===== config.mk =====
export PLATFORM = sky130hd
export DESIGN_NAME = pulse_width_time_code_decoder
export DESIGN_NICKNAME = d
export VERILOG_FILES = /design/src/pwtcd_pkg.sv /design/src/pulse_width_time_code_decoder.sv /design/src/pwtcd_cfg.sv /design/src/pwtcd_decode.sv
export SDC_FILE = /design/constraint.sdc
export NUM_CORES = 1
export LEC_CHECK = 0
export BUFFER_PORTS_ARGS = -buffer_cell sky130_fd_sc_hd__buf_2
export CAP_MARGIN = 10
export CORE_MARGIN = 1.5
export CORE_UTILIZATION = 62
export DETAILED_ROUTE_END_ITERATION = 8
export MAX_ROUTING_LAYER = met4
export PLACE_DENSITY_LB_ADDON = 0.3
export SKIP_LAST_GASP = 1
export SYNTH_ARGS = -nofsm -noshare
export SYNTH_HDL_FRONTEND = slang
export SYNTH_SLANG_ARGS = --single-unit

===== constraint.sdc =====
create_clock -name clk -period 8.3 [get_ports clk]
set_input_delay 0.83 -clock clk [delete_from_list [all_inputs] [get_ports clk]]
set_output_delay 0.83 -clock clk [all_outputs]
set_load 0.02 [all_outputs]

===== src/pwtcd_pkg.sv =====
package pwtcd_pkg;

    localparam int SHIFT_BITS = 64;
    localparam int FRAME_BITS = 38;
    localparam int COUNT_BITS = 7;
    localparam logic [COUNT_BITS-1:0] COUNT_MAX = 7'd127;

    localparam logic CMD_PULSE   = 1'b0;
    localparam logic CMD_TIMEOUT = 1'b1;

    localparam logic [15:0] ZERO_MIN_RESET = 16'd2000;
    localparam logic [15:0] ZERO_MAX_RESET = 16'd4000;
    localparam logic [15:0] ONE_MAX_RESET  = 16'd7000;
    localparam logic [6:0]  MIN_BITS_RESET = 7'd58;

    localparam logic [2:0] WEEKDAY_WRAP = 3'd7;

    typedef enum logic [1:0] {
        REG_ZERO_MIN = 2'd0,
        REG_ZERO_MAX = 2'd1,
        REG_ONE_MAX  = 2'd2,
        REG_MIN_BITS = 2'd3
    } reg_idx_t;

    typedef struct packed {
        logic        cmd;
        logic [15:0] pulse_width;
    } item_t;

    typedef struct packed {
        logic       date_parity_ok;
        logic       hour_parity_ok;
        logic       minute_parity_ok;
        logic [7:0] year_value;
        logic [4:0] month_value;
        logic [2:0] weekday_value;
        logic [5:0] day_value;
        logic [5:0] hour_value;
        logic [6:0] minute_value;
    } result_t;

    typedef struct packed {
        logic [15:0] zero_min;
        logic [15:0] zero_max;
        logic [15:0] one_max;
        logic [6:0]  min_bits;
    } cfg_t;

    // Two BCD-style digits: tens * 10 + units, with no digit range check.
    function automatic logic [7:0] bcd_value(input logic [3:0] tens, input logic [3:0] units);
        logic [7:0] t8;
        logic [7:0] u8;
        begin
            t8 = {4'b0, tens};
            u8 = {4'b0, units};
            bcd_value = (t8 << 3) + (t8 << 1) + u8;
        end
    endfunction

endpackage


===== src/pulse_width_time_code_decoder.sv =====
// A timeout transfer with at least min_bits bits is registered in the frame stage, then in the output register.
// Throughput: one item per cycle while item_stall is low; pulse items never produce a result.
// The frame stage and output register form a two-deep result path, so items keep
// flowing while one result waits; item_stall rises only when both are full and stalled.
// Reset clears the bit register, bit counter and valid flags and loads default thresholds.
module pulse_width_time_code_decoder (
    input  logic               clk,
    input  logic               rst_n,
    input  logic               item_valid,
    output logic               item_stall,
    input  pwtcd_pkg::item_t   item,
    output logic               result_valid,
    input  logic               result_stall,
    output pwtcd_pkg::result_t result,
    input  logic               psel,
    input  logic               penable,
    input  logic               pwrite,
    input  logic [3:0]         paddr,
    input  logic [31:0]        pwdata,
    output logic [31:0]        prdata,
    output logic               pready
);

    pwtcd_pkg::cfg_t    cfg;
    pwtcd_pkg::result_t decoded;

    logic [pwtcd_pkg::SHIFT_BITS-1:0] shift_reg;
    logic [pwtcd_pkg::SHIFT_BITS-1:0] shift_next;
    logic [pwtcd_pkg::COUNT_BITS-1:0] count_reg;
    logic [pwtcd_pkg::COUNT_BITS-1:0] count_next;
    logic                             frame_valid_reg;
    logic                             frame_valid_next;
    logic [pwtcd_pkg::FRAME_BITS-1:0] frame_reg;
    logic [pwtcd_pkg::FRAME_BITS-1:0] frame_next;
    logic                             out_valid_reg;
    logic                             out_valid_next;
    pwtcd_pkg::result_t               out_reg;
    pwtcd_pkg::result_t               out_next;

    logic accept;
    logic frame_move;
    logic take_bit;
    logic bit_value;
    logic emit;

    pwtcd_cfg u_cfg (
        .clk     (clk),
        .rst_n   (rst_n),
        .psel    (psel),
        .penable (penable),
        .pwrite  (pwrite),
        .paddr   (paddr),
        .pwdata  (pwdata),
        .prdata  (prdata),
        .pready  (pready),
        .cfg     (cfg)
    );

    pwtcd_decode u_decode (
        .frame  (frame_reg),
        .result (decoded)
    );

    assign frame_move   = !out_valid_reg || !result_stall;
    assign item_stall   = frame_valid_reg && !frame_move;
    assign accept       = item_valid && !item_stall;
    assign result_valid = out_valid_reg;
    assign result       = out_reg;

    assign take_bit  = (item.pulse_width > cfg.zero_min)
                       && ((item.pulse_width < cfg.zero_max)
                           || (item.pulse_width < cfg.one_max));
    assign bit_value = !(item.pulse_width < cfg.zero_max);
    assign emit      = (count_reg >= cfg.min_bits);

    always_comb
    begin
        shift_next       = shift_reg;
        count_next       = count_reg;
        frame_next       = frame_reg;
        frame_valid_next = frame_valid_reg && !frame_move;
        out_valid_next   = out_valid_reg && result_stall;
        out_next         = out_reg;

        if (frame_valid_reg && frame_move)
        begin
            out_valid_next = 1'b1;
            out_next       = decoded;
        end

        if (accept)
        begin
            if (item.cmd == pwtcd_pkg::CMD_TIMEOUT)
            begin
                if (emit)
                begin
                    frame_valid_next = 1'b1;
                    frame_next       = shift_reg[pwtcd_pkg::FRAME_BITS-1:0];
                end
                shift_next = '0;
                count_next = '0;
            end
            else if (take_bit)
            begin
                shift_next = {shift_reg[pwtcd_pkg::SHIFT_BITS-2:0], bit_value};
                if (count_reg != pwtcd_pkg::COUNT_MAX)
                begin
                    count_next = count_reg + 7'd1;
                end
            end
        end
    end

    always_ff @(posedge clk or negedge rst_n)
    begin
        if (!rst_n)
        begin
            shift_reg       <= '0;
            count_reg       <= '0;
            frame_valid_reg <= 1'b0;
            out_valid_reg   <= 1'b0;
        end
        else
        begin
            shift_reg       <= shift_next;
            count_reg       <= count_next;
            frame_valid_reg <= frame_valid_next;
            out_valid_reg   <= out_valid_next;
        end
    end

    always_ff @(posedge clk)
    begin
        frame_reg <= frame_next;
        out_reg   <= out_next;
    end

    a_timeout_clears: assert property (@(posedge clk) disable iff (!rst_n)
        accept && item.cmd == pwtcd_pkg::CMD_TIMEOUT |=> count_reg == '0 && shift_reg == '0)
        else $error("timeout transfer did not clear the bit state");

    a_pulse_count_monotonic: assert property (@(posedge clk) disable iff (!rst_n)
        accept && item.cmd == pwtcd_pkg::CMD_PULSE |=> count_reg >= $past(count_reg))
        else $error("bit counter decreased on a pulse");

    a_result_from_frame: assert property (@(posedge clk) disable iff (!rst_n)
        $rose(out_valid_reg) |-> $past(frame_valid_reg))
        else $error("result appeared without a captured frame");

    a_frame_only_on_emit: assert property (@(posedge clk) disable iff (!rst_n)
        !frame_valid_reg ##1 frame_valid_reg |->
            $past(accept) && $past(item.cmd) == pwtcd_pkg::CMD_TIMEOUT && $past(emit))
        else $error("frame captured without a complete timeout");

endmodule


===== src/pwtcd_cfg.sv =====
module pwtcd_cfg (
    input  logic               clk,
    input  logic               rst_n,
    input  logic               psel,
    input  logic               penable,
    input  logic               pwrite,
    input  logic [3:0]         paddr,
    input  logic [31:0]        pwdata,
    output logic [31:0]        prdata,
    output logic               pready,
    output pwtcd_pkg::cfg_t    cfg
);

    pwtcd_pkg::cfg_t      cfg_reg;
    pwtcd_pkg::cfg_t      cfg_next;
    pwtcd_pkg::reg_idx_t  idx;
    logic                 wr_en;

    assign pready = 1'b1;
    assign idx    = pwtcd_pkg::reg_idx_t'(paddr[3:2]);
    assign wr_en  = psel && penable && pwrite && pready;
    assign cfg    = cfg_reg;

    always_comb
    begin
        cfg_next = cfg_reg;
        if (wr_en)
        begin
            unique case (idx)
                pwtcd_pkg::REG_ZERO_MIN: cfg_next.zero_min = pwdata[15:0];
                pwtcd_pkg::REG_ZERO_MAX: cfg_next.zero_max = pwdata[15:0];
                pwtcd_pkg::REG_ONE_MAX:  cfg_next.one_max  = pwdata[15:0];
                pwtcd_pkg::REG_MIN_BITS: cfg_next.min_bits = pwdata[6:0];
                default:                 cfg_next = cfg_reg;
            endcase
        end
    end

    always_comb
    begin
        unique case (idx)
            pwtcd_pkg::REG_ZERO_MIN: prdata = {16'b0, cfg_reg.zero_min};
            pwtcd_pkg::REG_ZERO_MAX: prdata = {16'b0, cfg_reg.zero_max};
            pwtcd_pkg::REG_ONE_MAX:  prdata = {16'b0, cfg_reg.one_max};
            pwtcd_pkg::REG_MIN_BITS: prdata = {25'b0, cfg_reg.min_bits};
            default:                 prdata = 32'b0;
        endcase
    end

    always_ff @(posedge clk or negedge rst_n)
    begin
        if (!rst_n)
        begin
            cfg_reg.zero_min <= pwtcd_pkg::ZERO_MIN_RESET;
            cfg_reg.zero_max <= pwtcd_pkg::ZERO_MAX_RESET;
            cfg_reg.one_max  <= pwtcd_pkg::ONE_MAX_RESET;
            cfg_reg.min_bits <= pwtcd_pkg::MIN_BITS_RESET;
        end
        else
        begin
            cfg_reg <= cfg_next;
        end
    end

endmodule


===== src/pwtcd_decode.sv =====
module pwtcd_decode (
    input  logic [pwtcd_pkg::FRAME_BITS-1:0] frame,
    output pwtcd_pkg::result_t               result
);

    logic [7:0] year_w;
    logic [7:0] month_w;
    logic [7:0] day_w;
    logic [7:0] hour_w;
    logic [7:0] minute_w;
    logic [2:0] wday_raw;

    // The last received bit of a field carries the largest weight.
    assign year_w   = pwtcd_pkg::bcd_value({frame[1], frame[2], frame[3], frame[4]},
                                           {frame[5], frame[6], frame[7], frame[8]});
    assign month_w  = pwtcd_pkg::bcd_value({3'b0, frame[9]},
                                           {frame[10], frame[11], frame[12], frame[13]});
    assign day_w    = pwtcd_pkg::bcd_value({2'b0, frame[17], frame[18]},
                                           {frame[19], frame[20], frame[21], frame[22]});
    assign hour_w   = pwtcd_pkg::bcd_value({2'b0, frame[24], frame[25]},
                                           {frame[26], frame[27], frame[28], frame[29]});
    assign minute_w = pwtcd_pkg::bcd_value({1'b0, frame[31], frame[32], frame[33]},
                                           {frame[34], frame[35], frame[36], frame[37]});
    assign wday_raw = {frame[14], frame[15], frame[16]};

    always_comb
    begin
        result.date_parity_ok   = ~^frame[22:0];
        result.hour_parity_ok   = ~^frame[29:23];
        result.minute_parity_ok = ~^frame[37:30];
        result.year_value       = year_w;
        result.month_value      = month_w[4:0];
        result.weekday_value    = (wday_raw == pwtcd_pkg::WEEKDAY_WRAP) ? 3'd0 : wday_raw;
        result.day_value        = day_w[5:0];
        result.hour_value       = hour_w[5:0];
        result.minute_value     = minute_w[6:0];
    end

endmodule


==> flow_summary.json <==
{
  "synth_top_flop_cell": "sky130_fd_sc_hd__dfrtp_1",
  "power.share.clock_pct": 29.3,
  "synth_largest_area_cell": "sky130_fd_sc_hd__edfxtp_1",
  "clk_root_buffer_cell": "sky130_fd_sc_hd__clkbuf_16",
  "ys_ff_latch": 178,
  "cellPowerDensity_nw_per_um2": 261.4,
  "cell_internal_pwr_w": 0.001861,
  "finalWirelength_um": 18990,
  "worstSetupPathType": "in -> reg",
  "largest_register_ffs": 55,
  "yosysUniqueCellTypes": 62,
  "unrepaired_setup_endpoints_after_global_routing": "false",
  "part_of_the_power_in_combinational_logic_pct": 26.4,
  "area_of_the_core_um2": 14530,
  "tightestPinTransition_ns": 1.188,
  "setup_total_negative_slack_ns": 0,
  "wire_length_of_the_first_global_routing_pass_um": 31150,
  "die_width_um": 125.1,
  "syn-instance-count": 797,
  "drive_above_1_share_pct": 22.33,
  "timing.clock.skew_ns": 0.009099,
  "edff_count_synth": 76,
  "worst-endpoint-required_ns": 8.55,
  "cts_sinks": 178,
  "grt.overflow.total": 0,
  "rows": 44,
  "track_usage_pct": 25.80,
  "critical_path.cell_chain": "buf_2 > ha_1 > nand4_1 > nor4_1 > a41oi_1 > o31a_1 > nand2_1 > o21ai_0",
  "die_height_um": 125.1,
  "dpl.hpwl_um": 13000,
  "fin_nets": 1028,
  "final_design_area_no_fill_um2": 10420,
  "h-tree-depth": 4,
  "synthTopCellsByArea": "sky130_fd_sc_hd__edfxtp_1 25%, sky130_fd_sc_hd__dfrtp_1 21%, sky130_fd_sc_hd__ha_1 10%",
  "clock_tree_from_tritoncts": "built",
  "port_buffers": 97,
  "hold_path_class": "in -> async",
  "path_max_fanout": 38,
  "synth_seq_area_share_pct": 52.60,
  "max-clock-path-buffers": 2,
  "antenna_found_initial": 0,
  "leakage_nw": 4.535,
  "power_switching_w": 0.0008616,
  "ff2ff_setup_slack_ns": 4.88,
  "synth_top_cell_area_share_pct": 24.68,
  "setup.worst_path.end_class": "register",
  "routed-via-count": 6321,
  "met3WireLength_um": 1109,
  "result_of_the_run": "finished, final reports clean",
  "hold_viol_final": 0,
  "setup_ws_ns": 4.756,
  "wl_met2_um": 9643,
  "share_seq_of_total_power_pct": 44.3,
  "fin_cells": 1084,
  "worstReg2RegStart": "u_cfg.cfg[54]",
  "met1_routed_length_um": 7801,
  "synth.yosys.warnings": 0,
  "first_global_vias": 6400,
  "via_density_per_instance": 5.831,
  "critPathLaunchType": "input port",
  "cts_hold_buffers": 0,
  "io_pins": 133,
  "clk_pin_slew_ns": 0.07,
  "layout.filler_cells": 1021,
  "timing.critical_path.arrival_ns": 3.80,
  "max_cap_viol_count": 0,
  "maxUsedRoutingLayer": "met4",
  "cts_repair_resize_count": 0,
  "post-route-period-util_pct": 42.70,
  "fmaxAchievable_mhz": 282.1,
  "synth-async-reset-ratio_pct": 57.30,
  "grt_start_max_net_pins": 53,
  "finalCriticalPeriod_ns": 3.544,
  "clkLatencyLatePin_ns": 0.43,
  "ir_worst_vdd_v": 0.0001709,
  "slew-limit-headroom_pct": 20.65,
  "drt_first_iter_violations": 348,
  "timing.critical_path.max_delay_family": "simple AND/OR/NAND/NOR gates",
  "placed_cell_area_um2": 9813,
  "areaGrowthSynthToFinish_pct": 12.64,
  "drcViolationCount": 0,
  "antenna_cells_inserted": 0,
  "final_antenna_net_count": 0,
  "commonest_non_fill_non_tap_cells_in_the_layout": "115 x sky130_fd_sc_hd__o21ai_0, 96 x sky130_fd_sc_hd__buf_2, 79 x sky130_fd_sc_hd__dfrtp_1",
  "setup-violations-final": 0,
  "switching_share_pct": 31.64,
  "routabilityCongestion": 0.8943,
  "avgSynthCellArea_um2": 11.60,
  "critical-path-slowest-cell": "sky130_fd_sc_hd__nand2_1",
  "most_common_library_cell_in_the_layout_ignoring_fill_and_taps": "sky130_fd_sc_hd__o21ai_0",
  "dieArea_um2": 15660,
  "critPathMaxStageDelay_ns": 0.79,
  "mappedNetlistArea_um2": 9246,
  "numPlacedInstances": 1051,
  "routed_wire_length_per_instance_um": 17.52,
  "worst_r2r_end": "shift_reg[27]",
  "numCtsBuffers": 17,
  "cts_setup_buffers": 0,
  "drt-pass1-iter-count": 5,
  "worstPathBufferInverterCount": 1,
  "rr_worst_depth": 8,
  "initial_core_util_pct": 63.62,
  "fin_max_slew_vios": 0,
  "dpl_worst_slack_ns": 4.407
}
per-layer routing:
metal	global-route usage [%]	up-vias
li1	-	2939
met1	31.31	3104
met5	-	-
met3	5.306	44
met2	42.98	234
met4	9.492	0
power by group through the flow:
| stage | clock (W) | sequential (W) | combinational [W] |
|---|---|---|---|
| floorplan | 0 | 0.00123 | 0.000493 |
| global placement | 0 | 0.00121 | 0.000665 |
| detailed placement | 0 | 0.00122 | 0.000702 |
| CTS | 0.000807 | 0.00121 | 0.000715 |
| global route | 0.000841 | 0.00122 | 0.000796 |
| finish | 0.000798 | 0.00121 | 0.000718 |
Yosys cell counts, drive strengths merged, types with 3 or more instances:
master,number
o21ai,117
dfrtp,79
edfxtp,76
ha,75
inv,65
nand2,55
nand2b,42
xnor2,38
a21oi,30
mux2,27
buf,24
clkbuf,23
dfstp,23
nor2,15
a21o,12
mux2i,9
nor2b,8
mux4,7
nand3,7
fa,6
nand4,6
a21boi,5
xor2,5
o21a,4
a221o,3
and3,3
nor3,3
how the worst max path moves through the flow:
| stage | startpoint | to | cells past startpoint |
|---|---|---|---|
| after floorplan | result_stall | result[0] | 1 |
| after global placement | item[1] | count_reg[4] | 8 |
| after detailed placement | item[1] | count_reg[4] | 8 |
| after CTS | item[1] | shift_reg[27] | 8 |
| after global routing | item[15] | shift_reg[27] | 8 |
| final | item[15] | shift_reg[27] | 8 |
logic make-up (layout without fill, tap and decap cells):
group | after synthesis | after routing | synth area share [%]
buffers and inverters | 112 | 200 | 5.616
other | 2 | 17 | 0.08122
adder cells (fa/ha/maj) | 81 | 81 | 11.45
AND/OR/NAND/NOR | 147 | 147 | 8.200
multiplexers | 43 | 43 | 5.968
flip-flops | 178 | 178 | 52.60
XOR/XNOR | 43 | 43 | 4.073
AO/OA/AOI/OAI | 191 | 191 | 12.02
through the flow:
stage	hold WS (ns)	power, W	util, %
floorplan	0.4186	0.001727	-
global placement	0.4288	0.001875	67.52
detailed placement	0.4358	0.001925	67.52
CTS	0.4558	0.002729	71.52
global route	0.4642	0.002861	71.66
finish	0.4288	0.002723	71.66
final cells by class:
class	count	area (um^2)	area share (%)
Sequential cell	178	4863	46.70
Clock inverter	14	152.6	1.466
Inverter	65	244.0	2.343
Timing Repair Buffer	103	545.5	5.238
Clock buffer	18	429.2	4.121
Tap cell	184	230.2	2.210
Multi-Input combinational cell	522	3950	37.93
No activity file was read; power rests on OpenSTA's default activity.
